File: src/ttpf_pkg.sv
// ============================================================================
// ttpf_pkg: shared types and constants of the trajectory turn-point filter
// Register indexes, reset values, the front-to-back command word and the
// configuration bundle.
// ============================================================================
package ttpf_pkg;

    // Depth of the command queue between front and back
    localparam int QUEUE_DEPTH = 2;

    // Configuration register indexes
    localparam int CFG_IDX_W = 3;
    localparam logic [CFG_IDX_W-1:0] REG_LON_SCALE  = 3'd0;
    localparam logic [CFG_IDX_W-1:0] REG_LAT_SCALE  = 3'd1;
    localparam logic [CFG_IDX_W-1:0] REG_MIN_STEP   = 3'd2;
    localparam logic [CFG_IDX_W-1:0] REG_SHORT_STEP = 3'd3;
    localparam logic [CFG_IDX_W-1:0] REG_COS_TURN   = 3'd4;

    // Reset values of the configuration registers
    localparam logic [31:0] LON_SCALE_RESET  = 32'd186763113;
    localparam logic [31:0] LAT_SCALE_RESET  = 32'd186763113;
    localparam logic [15:0] MIN_STEP_RESET   = 16'd800;
    localparam logic [15:0] SHORT_STEP_RESET = 16'd8000;
    localparam logic [14:0] COS_TURN_RESET   = 15'd23170;

    // Track phase of a fix when it enters
    typedef enum logic [1:0] {
        PH_NONE = 2'd0,
        PH_ONE  = 2'd1,
        PH_MANY = 2'd2
    } phase_t;

    // Classified fix handed from front to back
    typedef struct packed {
        logic signed [32:0] dx;
        logic signed [31:0] dy;
        logic               fin;
        phase_t             phase;
        logic [15:0]        idx;
    } cmd_t;

    // Configuration bundle
    typedef struct packed {
        logic [31:0] lon_scale;
        logic [31:0] lat_scale;
        logic [15:0] min_step;
        logic [15:0] short_step;
        logic [14:0] cos_turn;
    } cfg_t;

endpackage

File: src/ttpf_front.sv
// ============================================================================
// ttpf_front: fix intake and classification
// Track phase and index, coordinate differences against the previous fix.
// ============================================================================
module ttpf_front (
    input  logic               clk,
    input  logic               rst_n,
    input  logic               in_valid,
    output logic               in_ready,
    input  logic signed [31:0] in_lon,
    input  logic signed [30:0] in_lat,
    input  logic               in_fin,
    input  logic               q_ready,
    output logic               q_push,
    output ttpf_pkg::cmd_t     q_cmd
);
    import ttpf_pkg::*;

    logic signed [31:0] prev_lon_reg;
    logic signed [30:0] prev_lat_reg;
    phase_t             phase_reg, phase_next;
    logic [15:0]        seen_reg, seen_next;

    assign in_ready = q_ready;
    assign q_push   = in_valid && q_ready;

    always_comb
    begin
        q_cmd.dx    = {in_lon[31], in_lon} - {prev_lon_reg[31], prev_lon_reg};
        q_cmd.dy    = {in_lat[30], in_lat} - {prev_lat_reg[30], prev_lat_reg};
        q_cmd.fin   = in_fin;
        q_cmd.phase = phase_reg;
        q_cmd.idx   = seen_reg;
    end

    always_comb
    begin
        phase_next = phase_reg;
        seen_next  = seen_reg;
        if (q_push)
        begin
            if (in_fin)
            begin
                phase_next = PH_NONE;
                seen_next  = '0;
            end
            else
            begin
                phase_next = (phase_reg == PH_NONE) ? PH_ONE : PH_MANY;
                seen_next  = seen_reg + 16'd1;
            end
        end
    end

    always_ff @(posedge clk or negedge rst_n)
    begin
        if (!rst_n)
        begin
            phase_reg    <= PH_NONE;
            seen_reg     <= '0;
            prev_lon_reg <= '0;
            prev_lat_reg <= '0;
        end
        else
        begin
            phase_reg <= phase_next;
            seen_reg  <= seen_next;
            // hold the last fix of an open track
            if (q_push && !in_fin)
            begin
                prev_lon_reg <= in_lon;
                prev_lat_reg <= in_lat;
            end
        end
    end

endmodule

File: config.mk
export PLATFORM = sky130hd
export DESIGN_NAME = ttpf_front
export DESIGN_NICKNAME = d
export VERILOG_FILES = /design/src/ttpf_pkg.sv /design/src/ttpf_front.sv
export SDC_FILE = /design/constraint.sdc
export NUM_CORES = 1
export LEC_CHECK = 0
export BUFFER_PORTS_ARGS = -buffer_cell sky130_fd_sc_hd__buf_2
export CAP_MARGIN = 20
export CORE_MARGIN = 4
export CORE_UTILIZATION = 50
export DETAILED_ROUTE_END_ITERATION = 12
export MAX_ROUTING_LAYER = met4
export PLACE_DENSITY = 0.75
export SETUP_SLACK_MARGIN = 0.5
export SLEW_MARGIN = 20
export SYNTH_ARGS = -nofsm -noshare
export SYNTH_HDL_FRONTEND = slang
export SYNTH_SLANG_ARGS = --single-unit
File: constraint.sdc
create_clock -name clk -period 5.8 [get_ports clk]
set_input_delay 0.29 -clock clk [delete_from_list [all_inputs] [get_ports clk]]
set_output_delay 0.29 -clock clk [all_outputs]
set_load 0.03 [all_outputs]
==> summary.txt <==
Pwr
  – Max VDD drop: ~0.25 mV
  – PwrDens: between 400 and 500 mW/mm^2
  – Post-route total power: 3.25 mW
  – P_leak: between 4 and 5 nW

Timing
  – Worst slew pin tran: between 1 and 1.5 ns
  – Setup violators final: 0
  – Achievable frequency: about 300 MHz
  – Setup Skew: roughly 0.0025 ns
  – Rel. slew slack: 0.305
  – Fin crit share: 0.581
  – RSZ-0062 raised after global routing: no
  – Final Hold Violating Endpoints: 5
  – Post-route setup slack: 2.43 ns
  – Final min period: 3.37 ns
  – Final Max Slew Viols: 0
  – Final setup TNS: 0 ns
  – Hold Slack: -0.0138 ns

Floorplan
  – Die Span Y: around 120 um
  – # rows: 42
  – Die ar.: around 0.016 mm^2
  – Starting Density: 0.514
  – Placeable Area: 0.0133 mm^2
  – Die width: roughly 120 um
  – IO Count: approximately 150

Global route
  – Largest net degree at the start of global routing: between 80 and 90
  – Initial antenna violation count: 0
  – Gr usage total: 0.214
  – Vias in the first global route: roughly 5800
  – GRT overflow: 0
  – First-pass GRT wire length: between 20000 and 30000 um

Critical path
  – Kind of critical path: reg2out
  – Worst r2r path cells: 8
  – Worst reg2reg setup slack: 4.06 ns
  – Max Fanout on Critical Path: 4
  – CP startpoint kind: flip-flop
  – Worst Setup End Kind: output port
  – WP data arrival: between 3 and 4 ns
  – Worst Path Required: approximately 5.5 ns

Synthesis
  – Top FF cell, synth: dfrtp_1
  – Yosys cell types: 57
  – Synthesized area per cell: between 8 and 9 um^2
  – Cells after Synth: 797
  – Post-synth EDFFs: 0
  – Mapped Nets: around 930
  – Post-synthesis sequential area ratio: 0.296
  – Warning count from the yosys run: 0
  – Syn Std Cell Area: 0.00684 mm^2
  – Synthesis-stage register bit count: ~80
  – FFs w/ async S/R, synth: 1.00

Finish
  – Most frequent cells in the layout: buf_2, dfrtp_1, inv_1, a21oi_1, nand2_1
  – Largest register FFs: 32
  – Nets: roughly 1100
  – Ant. Diodes: 0
  – Area grow syn2layout: 17.3%
  – Final design utilization: 0.604
  – Share of cells above drive strength 1: 0.256
  – Most common cell after layout, fill and taps aside: buf_2

CTS
  – Clock transition at path regs: about 0.06 ns
  – CTS H-tree lvls: 3
  – CTS tree: done
  – Postcts setup bufs: 0
  – Clock buffer count from CTS: 9
  – Hold-fix buffers, CTS: 0
  – Root buffer cell: clkbuf_16
  – Clock Sinks: 81
  – Clk_lat worst skew: around 0.35 ns
  – Bufs on Longest Clock Path: 2
  – CTS resizes: 0

Place
  – Hpwl dp: 12500 um
  – # port buffers: 153
  – Pre-CTS setup slack: ~2.6 ns
  – RD Place Congestion: 0.894

Detailed routing
  – Drt total wl: roughly 16000 um
  – DRC viols: 0
  – Detail Route Antenna Nets: 0
  – Vias per Instance: 5.42
  – DR pass1 iterations: 5
  – Total number of vias: around 6000
  – Initial DRC Count: 279
  – WL/cell: roughly 14 um

Run status
  – Failing checks: hold timing
  – Status: complete, but fails checks

Worst hold path
  – Class of the worst hold path: in2async

Flow run
  – Max_cap viols: 0
==> cell type report <==
| cell class | count | area (um^2) |
|---|---|---|
| repair buffers | 154 | 779 |
| well taps | 176 | 220 |
| inverters | 79 | 297 |
| clock buffers | 10 | 239 |
| fillers | 1225 | 5270 |
| clock inverters | 5 | 80.1 |
| multi-input cells | 606 | 4380 |
| flip-flops and latches | 81 | 2030 |
==> critical path: stages, from the launching register on <==
cell       delay (ns)
dfrtp_1          0.38
ha_1             0.22
fa_1             0.41
nand2b_1         0.18
a21oi_1          0.19
o2111ai_1        0.25
a21oi_1          0.37
o2111ai_1        0.23
nand2b_1         0.13
xor2_1           0.14
buf_2            0.21
==> synth_stat cells, drive strengths merged, types with 2 or more instances <==
library cell   n  area [um^2]
fa             2         40.0
xor2          20          175
a21oi         81          413
o2111ai        4         35.0
inv           79          297
mux2          60          676
o21bai         9         67.6
o21a           4         30.0
a2111oi        2         23.8
o31ai          4         30.0
or3            2         12.5
ha            64          801
a21boi         3         22.5
nand2         72          270
nor2          42          158
nand3         16         80.1
buf            8         48.8
o21ai         55          275
nand2b        12         75.1
a31o           2         17.5
and3           8         50.1
dfrtp         81         2030
nand4         11         68.8
a21o          24          180
clkbuf        23         86.3
xnor2         37          324
o211ai         9         72.6
nor2b          7         43.8
a211o          4         35.0
a221o          4         40.0
mux2i          8         80.1
and2           5         31.3
a31oi          8         50.1
nor3          12         60.1
a221oi         2         23.8
==> path summary, 6_finish.rpt <==
path / startpoint / endpoint
worst min register to register: prev_lon_reg[0]$_DFFE_PN0P_ / prev_lon_reg[0]$_DFFE_PN0P_
worst max register to register: seen_reg[0]$_DFFE_PN0P_ / seen_reg[12]$_DFFE_PN0P_
worst max-delay path: prev_lon_reg[0]$_DFFE_PN0P_ / q_cmd[79]
min in group clk: in_lon[20] / prev_lon_reg[20]$_DFFE_PN0P_
worst min-delay path: rst_n / seen_reg[7]$_DFFE_PN0P_
max in group asynchronous: rst_n / prev_lat_reg[23]$_DFFE_PN0P_
==> metrics by stage <==
step	cell area, um^2	cells
3_5_place_dp	7700	1096
2_1_floorplan	6840	797
6_report	8030	1111
3_3_place_gp	7700	1096
5_1_grt	8030	1111
4_1_cts	8020	1111
==> power breakdown <==
group | internal [mW] | switching [mW]
combinational | 0.661 | 1.23
sequential | 0.669 | 0.0669
clock | 0.385 | 0.233
==> layer usage <==
layer / wire, um / track usage / part of all wire / vias to the layer above
met5: 0 / - / 0 / -
met4: 299 / 0.0663 / 0.019 / 0
met3: 876 / 0.0422 / 0.055 / 22
met2: 7490 / 0.347 / 0.47 / 166
met1: 7370 / 0.271 / 0.46 / 2754
li1: - / - / - / 3080
==> kinds of logic after synthesis <==
| family | share of synthesized area |
|---|---|
| flip-flops | 0.296 |
| XOR/XNOR | 0.0730 |
| multiplexers | 0.111 |
| adder cells (fa/ha/maj) | 0.123 |
| AO/OA/AOI/OAI | 0.204 |
| buffers and inverters | 0.0631 |
| AND/OR/NAND/NOR | 0.130 |
(Power assumes the default switching activity.)
