**src/ttpf_pkg.sv**
```systemverilog
// ============================================================================
// ttpf_pkg: shared types and constants of the trajectory turn-point filter
// Register indexes, reset values, the front-to-back command word and the
// configuration bundle.
// ============================================================================
package ttpf_pkg;

    // Depth of the command queue between front and back
    localparam int QUEUE_DEPTH = 2;

    // Configuration register indexes
    localparam int CFG_IDX_W = 3;
    localparam logic [CFG_IDX_W-1:0] REG_LON_SCALE  = 3'd0;
    localparam logic [CFG_IDX_W-1:0] REG_LAT_SCALE  = 3'd1;
    localparam logic [CFG_IDX_W-1:0] REG_MIN_STEP   = 3'd2;
    localparam logic [CFG_IDX_W-1:0] REG_SHORT_STEP = 3'd3;
    localparam logic [CFG_IDX_W-1:0] REG_COS_TURN   = 3'd4;

    // Reset values of the configuration registers
    localparam logic [31:0] LON_SCALE_RESET  = 32'd186763113;
    localparam logic [31:0] LAT_SCALE_RESET  = 32'd186763113;
    localparam logic [15:0] MIN_STEP_RESET   = 16'd800;
    localparam logic [15:0] SHORT_STEP_RESET = 16'd8000;
    localparam logic [14:0] COS_TURN_RESET   = 15'd23170;

    // Track phase of a fix when it enters
    typedef enum logic [1:0] {
        PH_NONE = 2'd0,
        PH_ONE  = 2'd1,
        PH_MANY = 2'd2
    } phase_t;

    // Classified fix handed from front to back
    typedef struct packed {
        logic signed [32:0] dx;
        logic signed [31:0] dy;
        logic               fin;
        phase_t             phase;
        logic [15:0]        idx;
    } cmd_t;

    // Configuration bundle
    typedef struct packed {
        logic [31:0] lon_scale;
        logic [31:0] lat_scale;
        logic [15:0] min_step;
        logic [15:0] short_step;
        logic [14:0] cos_turn;
    } cfg_t;

endpackage

```
**src/ttpf_fifo.sv**
```systemverilog
// ============================================================================
// ttpf_fifo: command queue
// Short first-in first-out buffer between front and back.
// ============================================================================
module ttpf_fifo #(
    parameter int DEPTH = ttpf_pkg::QUEUE_DEPTH
) (
    input  logic           clk,
    input  logic           rst_n,
    input  logic           push,
    input  ttpf_pkg::cmd_t push_data,
    output logic           ready,
    input  logic           pop,
    output logic           pop_valid,
    output ttpf_pkg::cmd_t pop_data
);
    import ttpf_pkg::*;

    localparam int PTR_W = (DEPTH > 1) ? $clog2(DEPTH) : 1;
    localparam int CNT_W = $clog2(DEPTH + 1);

    cmd_t             entry_reg [DEPTH];
    logic [PTR_W-1:0] wr_ptr_reg, rd_ptr_reg;
    logic [CNT_W-1:0] count_reg;

    assign ready     = (count_reg != CNT_W'(DEPTH));
    assign pop_valid = (count_reg != '0);
    assign pop_data  = entry_reg[rd_ptr_reg];

    function automatic logic [PTR_W-1:0] ptr_inc(input logic [PTR_W-1:0] p);
        ptr_inc = (p == PTR_W'(DEPTH - 1)) ? '0 : p + 1'b1;
    endfunction

    always_ff @(posedge clk)
    begin
        if (push)
        begin
            entry_reg[wr_ptr_reg] <= push_data;
        end
    end

    always_ff @(posedge clk or negedge rst_n)
    begin
        if (!rst_n)
        begin
            wr_ptr_reg <= '0;
            rd_ptr_reg <= '0;
            count_reg  <= '0;
        end
        else
        begin
            if (push)
            begin
                wr_ptr_reg <= ptr_inc(wr_ptr_reg);
            end
            if (pop)
            begin
                rd_ptr_reg <= ptr_inc(rd_ptr_reg);
            end
            count_reg <= count_reg + CNT_W'(push) - CNT_W'(pop);
        end
    end

    a_count_bound: assert property (@(posedge clk) disable iff (!rst_n)
        count_reg <= CNT_W'(DEPTH))
        else $error("command queue overfilled");

endmodule

```
**config.mk**
```make
export PLATFORM = sky130hd
export DESIGN_NAME = ttpf_fifo
export DESIGN_NICKNAME = d
export VERILOG_FILES = /design/src/ttpf_pkg.sv /design/src/ttpf_fifo.sv
export SDC_FILE = /design/constraint.sdc
export NUM_CORES = 1
export LEC_CHECK = 0
export ABC_AREA = 0
export BUFFER_PORTS_ARGS = -buffer_cell sky130_fd_sc_hd__buf_2
export CORE_AREA = 2 2 129 131
export CTS_CLUSTER_SIZE = 24
export DETAILED_ROUTE_END_ITERATION = 8
export DIE_AREA = 0 0 131 133
export MAX_ROUTING_LAYER = met4
export PLACE_DENSITY = 0.72
export SLEW_MARGIN = 30
export SYNTH_ARGS = -nofsm -noshare
export SYNTH_HDL_FRONTEND = slang
export SYNTH_SLANG_ARGS = --single-unit
```
**constraint.sdc**
```tcl
create_clock -name clk -period 9.8 [get_ports clk]
set_input_delay 1.96 -clock clk [delete_from_list [all_inputs] [get_ports clk]]
set_output_delay 1.96 -clock clk [all_outputs]
set_load 0.1 [all_outputs]
```
==> flow_metrics.py, run 1 <==
metrics = {
    "cts": {
        "cts.clk_slew.worst_paths_ns": 0.06,
        "cts_setup_buffers": 0,
        "clock_path_buffers": 2,
        "cts_root_buffer": "clkbuf_16",
        "clock_sinks": 172,
        "cts_tree": "built",
        "cts_buffers": 17,
        "insertion_delay_ns": 0.42,
        "hold_buffers": 0,
        "cts_resized": 0,
        "htreeDepth": 4,
    },
    "timing": {
        "drv_slew": 0,
        "fmax_mhz": 254,
        "fin_crit_sh_pct": 40.2,
        "setup_viol": 0,
        "finalSetupTns_ns": 0,
        "skew_ns": 0.00753,
        "postLayoutSetupSlackWorst_ns": 5.86,
        "period_needed_ns": 3.94,
        "grt_setup_unrepaired": "no",
        "worstMarginPinSlew_ns": 0.655,
        "final-hold-violation-count": 0,
        "slew-limit-headroom_pct": 56.3,
        "hold-worst-slack_ns": 0.548,
    },
    "final_layout": {
        "most-common-layout-cells": "buf_2, edfxtp_1, mux2_1",
        "area_growth_pct": 27.1,
        "nNetsFinal": 554,
        "antenna_cells": 0,
        "layout_commonest_cell": "buf_2",
        "fillers": 1349,
        "drive_gt1_share_pct": 50.4,
        "largest_reg_flops": 168,
    },
    "setup_path": {
        "cp_slowest_cell": "dfrtp_4",
        "worst_ep_arrival_time_ns": 1.98,
        "worst-endpoint-required_ns": 7.84,
        "path_buf_inv": 2,
        "end_kind": "output pin",
        "cp-start-kind": "register",
        "setup.worst_path.class": "reg2out",
        "r2r_slack_ns": 7.80,
        "slowest_delay_ns": 0.59,
        "cp_top_family": "flip-flops",
        "cp_max_fo": 38,
        "crit_chain": "buf_12 -> mux2_2 -> buf_2",
    },
    "die": {
        "fp.dieH_um": 133,
        "rows": 47,
        "die-area_mm2": 0.0174,
        "coreArea_mm2": 0.0162,
        "start_util_pct": 38.8,
        "die_x_um": 131,
        "ios": 174,
    },
    "logic_synthesis": {
        "synthCells": 276,
        "synth_top_area_share_pct": 80.5,
        "ys_warn_count": 0,
        "ys_seq_elements": 172,
        "synth_top_area_cell": "edfxtp_1",
        "syn-cell-area_mm2": 0.00627,
        "syn_nets": 366,
        "avgSynthCellArea_um2": 22.7,
        "ys_top_cells_by_area": "edfxtp_1, mux2_1, mux2_2",
        "ys_seq_area_share_pct": 82.1,
        "synth_cell_types": 15,
    },
    "hold_path": {
        "hold_path.class": "reg2reg",
    },
    "drt": {
        "drcViolationCount": 0,
        "drt-total-wl_um": 11300,
        "drt_iter0_drc": 156,
        "first_pass_iters": 4,
        "drtAntennaViolNets": 0,
        "routed-via-count": 3150,
        "vias_per_cell": 4.53,
        "wl_per_cell_um": 16.2,
    },
    "global_route": {
        "gr-total-overflow": 0,
        "grtUsageTotal_pct": 13.8,
        "antenna_found_initial": 0,
        "grt_pass1_wl_um": 17300,
        "grt_max_degree": 46,
        "grt_pass1_vias": 3452,
    },
    "placed_design": {
        "hpwl_um": 7490,
        "dp_slack_ns": 6.07,
        "routabilityCongestion": 0.669,
        "portBuffers": 173,
    },
    "flow_run": {
        "drv_cap": 0,
    },
    "outcome": {
        "status": "complete, no violations",
    },
}
## metrics by stage
stage	utilization (%)	cell area [um^2]	instances
floorplan	-	6270	276
global placement	45.5	7350	661
detailed placement	46.1	7450	665
CTS	49.3	7970	696
global route	49.3	7970	696
finish	49.3	7970	696
## synthesized netlist by cell type
| master | number |
|---|---|
| edfxtp_1 | 168 |
| mux2_1 | 50 |
| mux2_2 | 34 |
| buf_6 | 5 |
| dfrtp_1 | 4 |
| buf_2 | 3 |
| ha_1 | 2 |
| inv_1 | 2 |
| xor2_1 | 2 |
| and2_1 | 1 |
| buf_4 | 1 |
| nand2b_1 | 1 |
| nor2b_1 | 1 |
| or2_2 | 1 |
| xor3_1 | 1 |
## worst paths after layout
kind	start	end	depth (start not counted)
min in group asynchronous	rst_n	wr_ptr_reg	1
max in group asynchronous	rst_n	rd_ptr_reg	1
setup / recovery	rd_ptr_reg	pop_data[73]	3
hold / removal	wr_ptr_reg	wr_ptr_reg	1
hold reg to reg	wr_ptr_reg	wr_ptr_reg	1
setup reg to reg	wr_ptr_reg	entry_reg[0][43]	2
## cell type report
cell class              instances  area [um^2]  area share, %
inverters                       2         7.51         0.0943
clock inverters                 9         73.8          0.927
flip-flops and latches        172         5150           64.6
repair buffers                178          968           12.2
well taps                     220          275           3.46
clock buffers                  22          444           5.58
multi-input cells              93         1050           13.1
## cell families (layout without fill, tap and decap cells)
logic type               after synthesis  count (layout)  share of synthesized area [%]
XOR/XNOR                               3               3                          0.659
adder cells (fa/ha/maj)                2               2                          0.399
buffers and inverters                 11             211                           1.38
flip-flops                           172             172                           82.1
multiplexers                          84              84                           15.1
AND/OR/NAND/NOR                        4               4                          0.399
## per-layer routing
metal	vias to the layer above	global-route usage (%)	wire, um
met5	-	-	0
met1	1552	15.6	4620
met4	0	6.03	204
li1	1469	-	-
met2	114	22.4	5750
met3	15	4.41	724
Power of run 1 is not shown: default switching activity piles up to over one toggle a cycle in this logic, so the estimate is an artifact.
==> inputs of run 2 (changes only) <==
Settings changed: PLACE_DENSITY 0.72 to 0.74.
Clock period 9.8 ns to 3.5 ns, I/O delays scaled along.
==> flow_metrics.py, run 2 (synthesis gave the netlist of run 1 again) <==
metrics = {
    "global_route": {
        "gr-total-overflow": 0,
        "grt_pass1_vias": 3423,
        "grtUsageTotal_pct": 14.2,
        "grt_max_degree": 85,
        "grt_pass1_wl_um": 17700,
        "antenna_found_initial": 0,
    },
    "die": {
        "fp.dieH_um": 133,
        "die-area_mm2": 0.0174,
        "ios": 174,
        "rows": 47,
        "coreArea_mm2": 0.0162,
        "die_x_um": 131,
        "start_util_pct": 38.8,
    },
    "final_layout": {
        "drive_gt1_share_pct": 50.1,
        "multi_input_area_mm2": 0.00105,
        "sequential_cell_area_mm2": 0.00515,
        "fillers": 1344,
        "layout_commonest_cell": "buf_2",
        "antenna_cells": 0,
        "area_growth_pct": 26.8,
        "most-common-layout-cells": "buf_2, edfxtp_1, mux2_1",
        "largest_reg_flops": 168,
        "nNetsFinal": 552,
    },
    "timing": {
        "fmax_mhz": 337,
        "worstMarginPinSlew_ns": 0.638,
        "final-hold-violation-count": 0,
        "skew_ns": 0.00524,
        "slew-limit-headroom_pct": 57.5,
        "period_needed_ns": 2.97,
        "fin_crit_sh_pct": 84.9,
        "drv_slew": 0,
        "grt_setup_unrepaired": "no",
        "finalSetupTns_ns": 0,
        "setup_viol": 0,
    },
    "setup_path": {
        "setup.worst_path.class": "reg2out",
        "slowest_delay_ns": 0.84,
        "end_kind": "output pin",
        "worst-endpoint-required_ns": 2.80,
        "rr_worst_depth": 2,
        "cp_slowest_cell": "dfrtp_4",
        "worst_ep_arrival_time_ns": 2.27,
        "cp_max_fo": 45,
        "crit_chain": "buf_12 -> mux2_2 -> buf_2",
        "cp_top_family": "flip-flops",
        "crit_cells": 3,
        "cp-start-kind": "register",
        "path_buf_inv": 2,
    },
    "placed_design": {
        "routabilityCongestion": 0.712,
        "portBuffers": 173,
        "hpwl_um": 7370,
    },
    "flow_run": {
        "drv_cap": 0,
    },
    "hold_path": {
        "hold_path.class": "in2async",
    },
    "drt": {
        "wl_per_cell_um": 16.9,
        "routed-via-count": 3162,
        "drt_iter0_drc": 140,
        "drtAntennaViolNets": 0,
        "drt-total-wl_um": 11700,
        "drcViolationCount": 0,
        "vias_per_cell": 4.56,
        "first_pass_iters": 4,
    },
    "cts": {
        "cts_root_buffer": "clkbuf_16",
        "hold_buffers": 0,
        "clock_sinks": 172,
        "cts_tree": "built",
        "cts_resized": 0,
        "htreeDepth": 4,
        "clock_path_buffers": 2,
        "cts_buffers": 17,
        "cts.clk_slew.worst_paths_ns": 0.06,
        "insertion_delay_ns": 0.41,
        "cts_setup_buffers": 0,
    },
    "outcome": {
        "status": "complete, no violations",
    },
}
run 2: changes by cell type in the layout (fill, tap and decap cells not counted), sizes merged:
| cell | change |
|---|---|
| clkbuf | +1 |
| bufinv | +1 |
| clkinv | -3 |
| buf | -2 |
run 2: worst register-to-register path: cells and delay by family, from the launching register on:
family | cells | cell delay (ns)
flops | 1 | 0.42
simple gates | 1 | 0.57
buf+inv | 1 | 0.37
run 2: final cells by class:
cell class                      instances  area share (%)
Timing Repair Buffer                  176            11.7
Multi-Input combinational cell         93            13.2
Clock inverter                          7            1.18
Clock buffer                           23            5.64
Sequential cell                       172            64.8
Inverter                                2          0.0945
Tap cell                              220            3.46
run 2: layer usage:
layer	vias to the layer above	track usage, %	share of wire [%]
li1	1464	-	-
met1	1572	15.5	40
met2	114	23.6	52
met3	12	5.42	6.7
met4	0	4.61	1.3
met5	-	-	0
run 2: path summary, 6_finish.rpt:
| path | from | to | slack (ns) |
|---|---|---|---|
| max | rd_ptr_reg | pop_data[9] | 0.53 |
| max in group asynchronous | rst_n | rd_ptr_reg | 3.27 |
| min in group clk | push_data[25] | entry_reg[0][25] | 0.47 |
| max reg2reg | wr_ptr_reg | entry_reg[1][32] | 1.81 |
| min reg2reg | wr_ptr_reg | wr_ptr_reg | 0.56 |
| min | rst_n | count_reg[1] | 0.09 |
run 2: per-stage QoR:
step                      utilization (%)  std cells  instance area (um^2)  setup WS (ns)  hold slack [ns]
after floorplan                         -        276                  6270          0.169            0.404
final                                49.1        693                  7950          0.529           0.0860
after global placement               45.8        663                  7400          0.940            0.509
after CTS                            49.1        693                  7950          0.464           0.0625
after detailed placement             45.8        663                  7400          0.900            0.517
after global routing                 49.1        693                  7950          0.401           0.0694
Power of run 2 is left out for the same reason.
==> inputs of run 3 (changes only) <==
Settings changed: PLACE_DENSITY 0.74 to 0.72.
Clock period 3.5 ns to 3 ns, I/O delays scaled along.
==> flow_metrics.py, run 3 (synthesis gave the netlist of run 1 again) <==
metrics = {
    "die": {
        "rows": 47,
        "coreArea_mm2": 0.0162,
        "die-area_mm2": 0.0174,
        "ios": 174,
        "start_util_pct": 38.8,
        "die_x_um": 131,
        "fp.dieH_um": 133,
    },
    "setup_path": {
        "rr_worst_depth": 2,
        "end_kind": "output pin",
        "setup.worst_path.class": "reg2out",
        "cp_max_fo": 85,
        "slowest_delay_ns": 0.41,
        "cp_slowest_cell": "dfrtp_4",
        "cp-start-kind": "register",
        "worst_ep_arrival_time_ns": 1.94,
        "cp_top_family": "buffers and inverters",
        "worst-endpoint-required_ns": 2.40,
        "path_buf_inv": 2,
        "crit_chain": "buf_12 -> mux2_2 -> buf_2",
        "crit_cells": 3,
    },
    "drt": {
        "first_pass_iters": 4,
        "drt-total-wl_um": 11000,
        "drt_iter0_drc": 189,
        "drtAntennaViolNets": 0,
        "routed-via-count": 3152,
        "drcViolationCount": 0,
        "wl_per_cell_um": 15.9,
        "vias_per_cell": 4.54,
    },
    "cts": {
        "cts.clk_slew.worst_paths_ns": 0.06,
        "cts_resized": 0,
        "clock_sinks": 172,
        "cts_buffers": 17,
        "htreeDepth": 4,
        "cts_tree": "built",
        "insertion_delay_ns": 0.41,
        "clock_path_buffers": 2,
        "cts_setup_buffers": 0,
        "cts_root_buffer": "clkbuf_16",
        "hold_buffers": 1,
    },
    "placed_design": {
        "dp.cells": 663,
        "hpwl_um": 6900,
        "portBuffers": 173,
        "routabilityCongestion": 0.678,
        "dp_slack_ns": 0.864,
    },
    "final_layout": {
        "multi_input_area_mm2": 0.00105,
        "most-common-layout-cells": "buf_2, edfxtp_1, mux2_1",
        "sequential_cell_area_mm2": 0.00515,
        "drive_gt1_share_pct": 49.9,
        "antenna_cells": 0,
        "area_growth_pct": 26.9,
        "finalNonFillerCells": 695,
        "layout_commonest_cell": "buf_2",
        "nNetsFinal": 553,
        "fillers": 1360,
        "largest_reg_flops": 168,
    },
    "outcome": {
        "status": "complete, no violations",
    },
    "global_route": {
        "grt_pass1_wl_um": 17000,
        "antenna_found_initial": 0,
        "gr-total-overflow": 0,
        "grt_pass1_vias": 3431,
        "grt_max_degree": 86,
        "grtUsageTotal_pct": 13.3,
    },
    "timing": {
        "fin_crit_sh_pct": 84.8,
        "skew_ns": 0.00671,
        "period_needed_ns": 2.54,
        "final-hold-violation-count": 0,
        "finalSetupTns_ns": 0,
        "slew-limit-headroom_pct": 60.8,
        "fmax_mhz": 393,
        "postLayoutSetupSlackWorst_ns": 0.456,
        "drv_slew": 0,
        "setup_viol": 0,
        "grt_setup_unrepaired": "no",
        "worstMarginPinSlew_ns": 0.588,
    },
    "hold_path": {
        "hold_path.class": "in2reg",
        "min_path_cells": 1,
    },
    "flow_run": {
        "drv_cap": 0,
    },
}
## run 3: cell types whose count changed in the layout (fill, tap and decap cells not counted), sizes merged
cell	previous run	this run
dlygate4sd3	0	1
clkinv	4	6
clkbuf	23	21
clkinvlp	1	2
## run 3: area by class of cell
cell class | instances | area share, %
sequential | 172 | 64.7
clock buffer | 21 | 5.54
timing repair buffer | 177 | 11.8
clock inverter | 10 | 1.26
multi-input combinational | 93 | 13.2
tap | 220 | 3.46
inverter | 2 | 0.0944
## run 3: path summary, 6_finish.rpt
| path | slack (ns) | startpoint | endpoint |
|---|---|---|---|
| worst max-delay path | 0.46 | rd_ptr_reg | pop_data[79] |
| worst min-delay path | 0.37 | push_data[82] | entry_reg[0][82] |
| worst max register to register | 1.31 | wr_ptr_reg | entry_reg[1][74] |
| worst min register to register | 0.55 | wr_ptr_reg | wr_ptr_reg |
| max in group asynchronous | 2.33 | rst_n | rd_ptr_reg |
| min in group asynchronous | 0.53 | rst_n | wr_ptr_reg |
## run 3: stage by stage
step	hold WS, ns	instance area (um^2)	util (%)
after floorplan	0.304	6280	-
after global placement	0.408	7400	45.8
after detailed placement	0.415	7400	45.8
after CTS	0.349	7960	49.2
after global routing	0.347	7960	49.2
final	0.372	7960	49.2
## run 3: layer usage
| metal | global-route usage, % | share of wire [%] |
|---|---|---|
| met5 | - | 0 |
| met4 | 3.90 | 0.72 |
| met2 | 21.5 | 51 |
| met3 | 4.85 | 7.5 |
| met1 | 15.5 | 41 |
Power of run 3 is left out for the same reason.
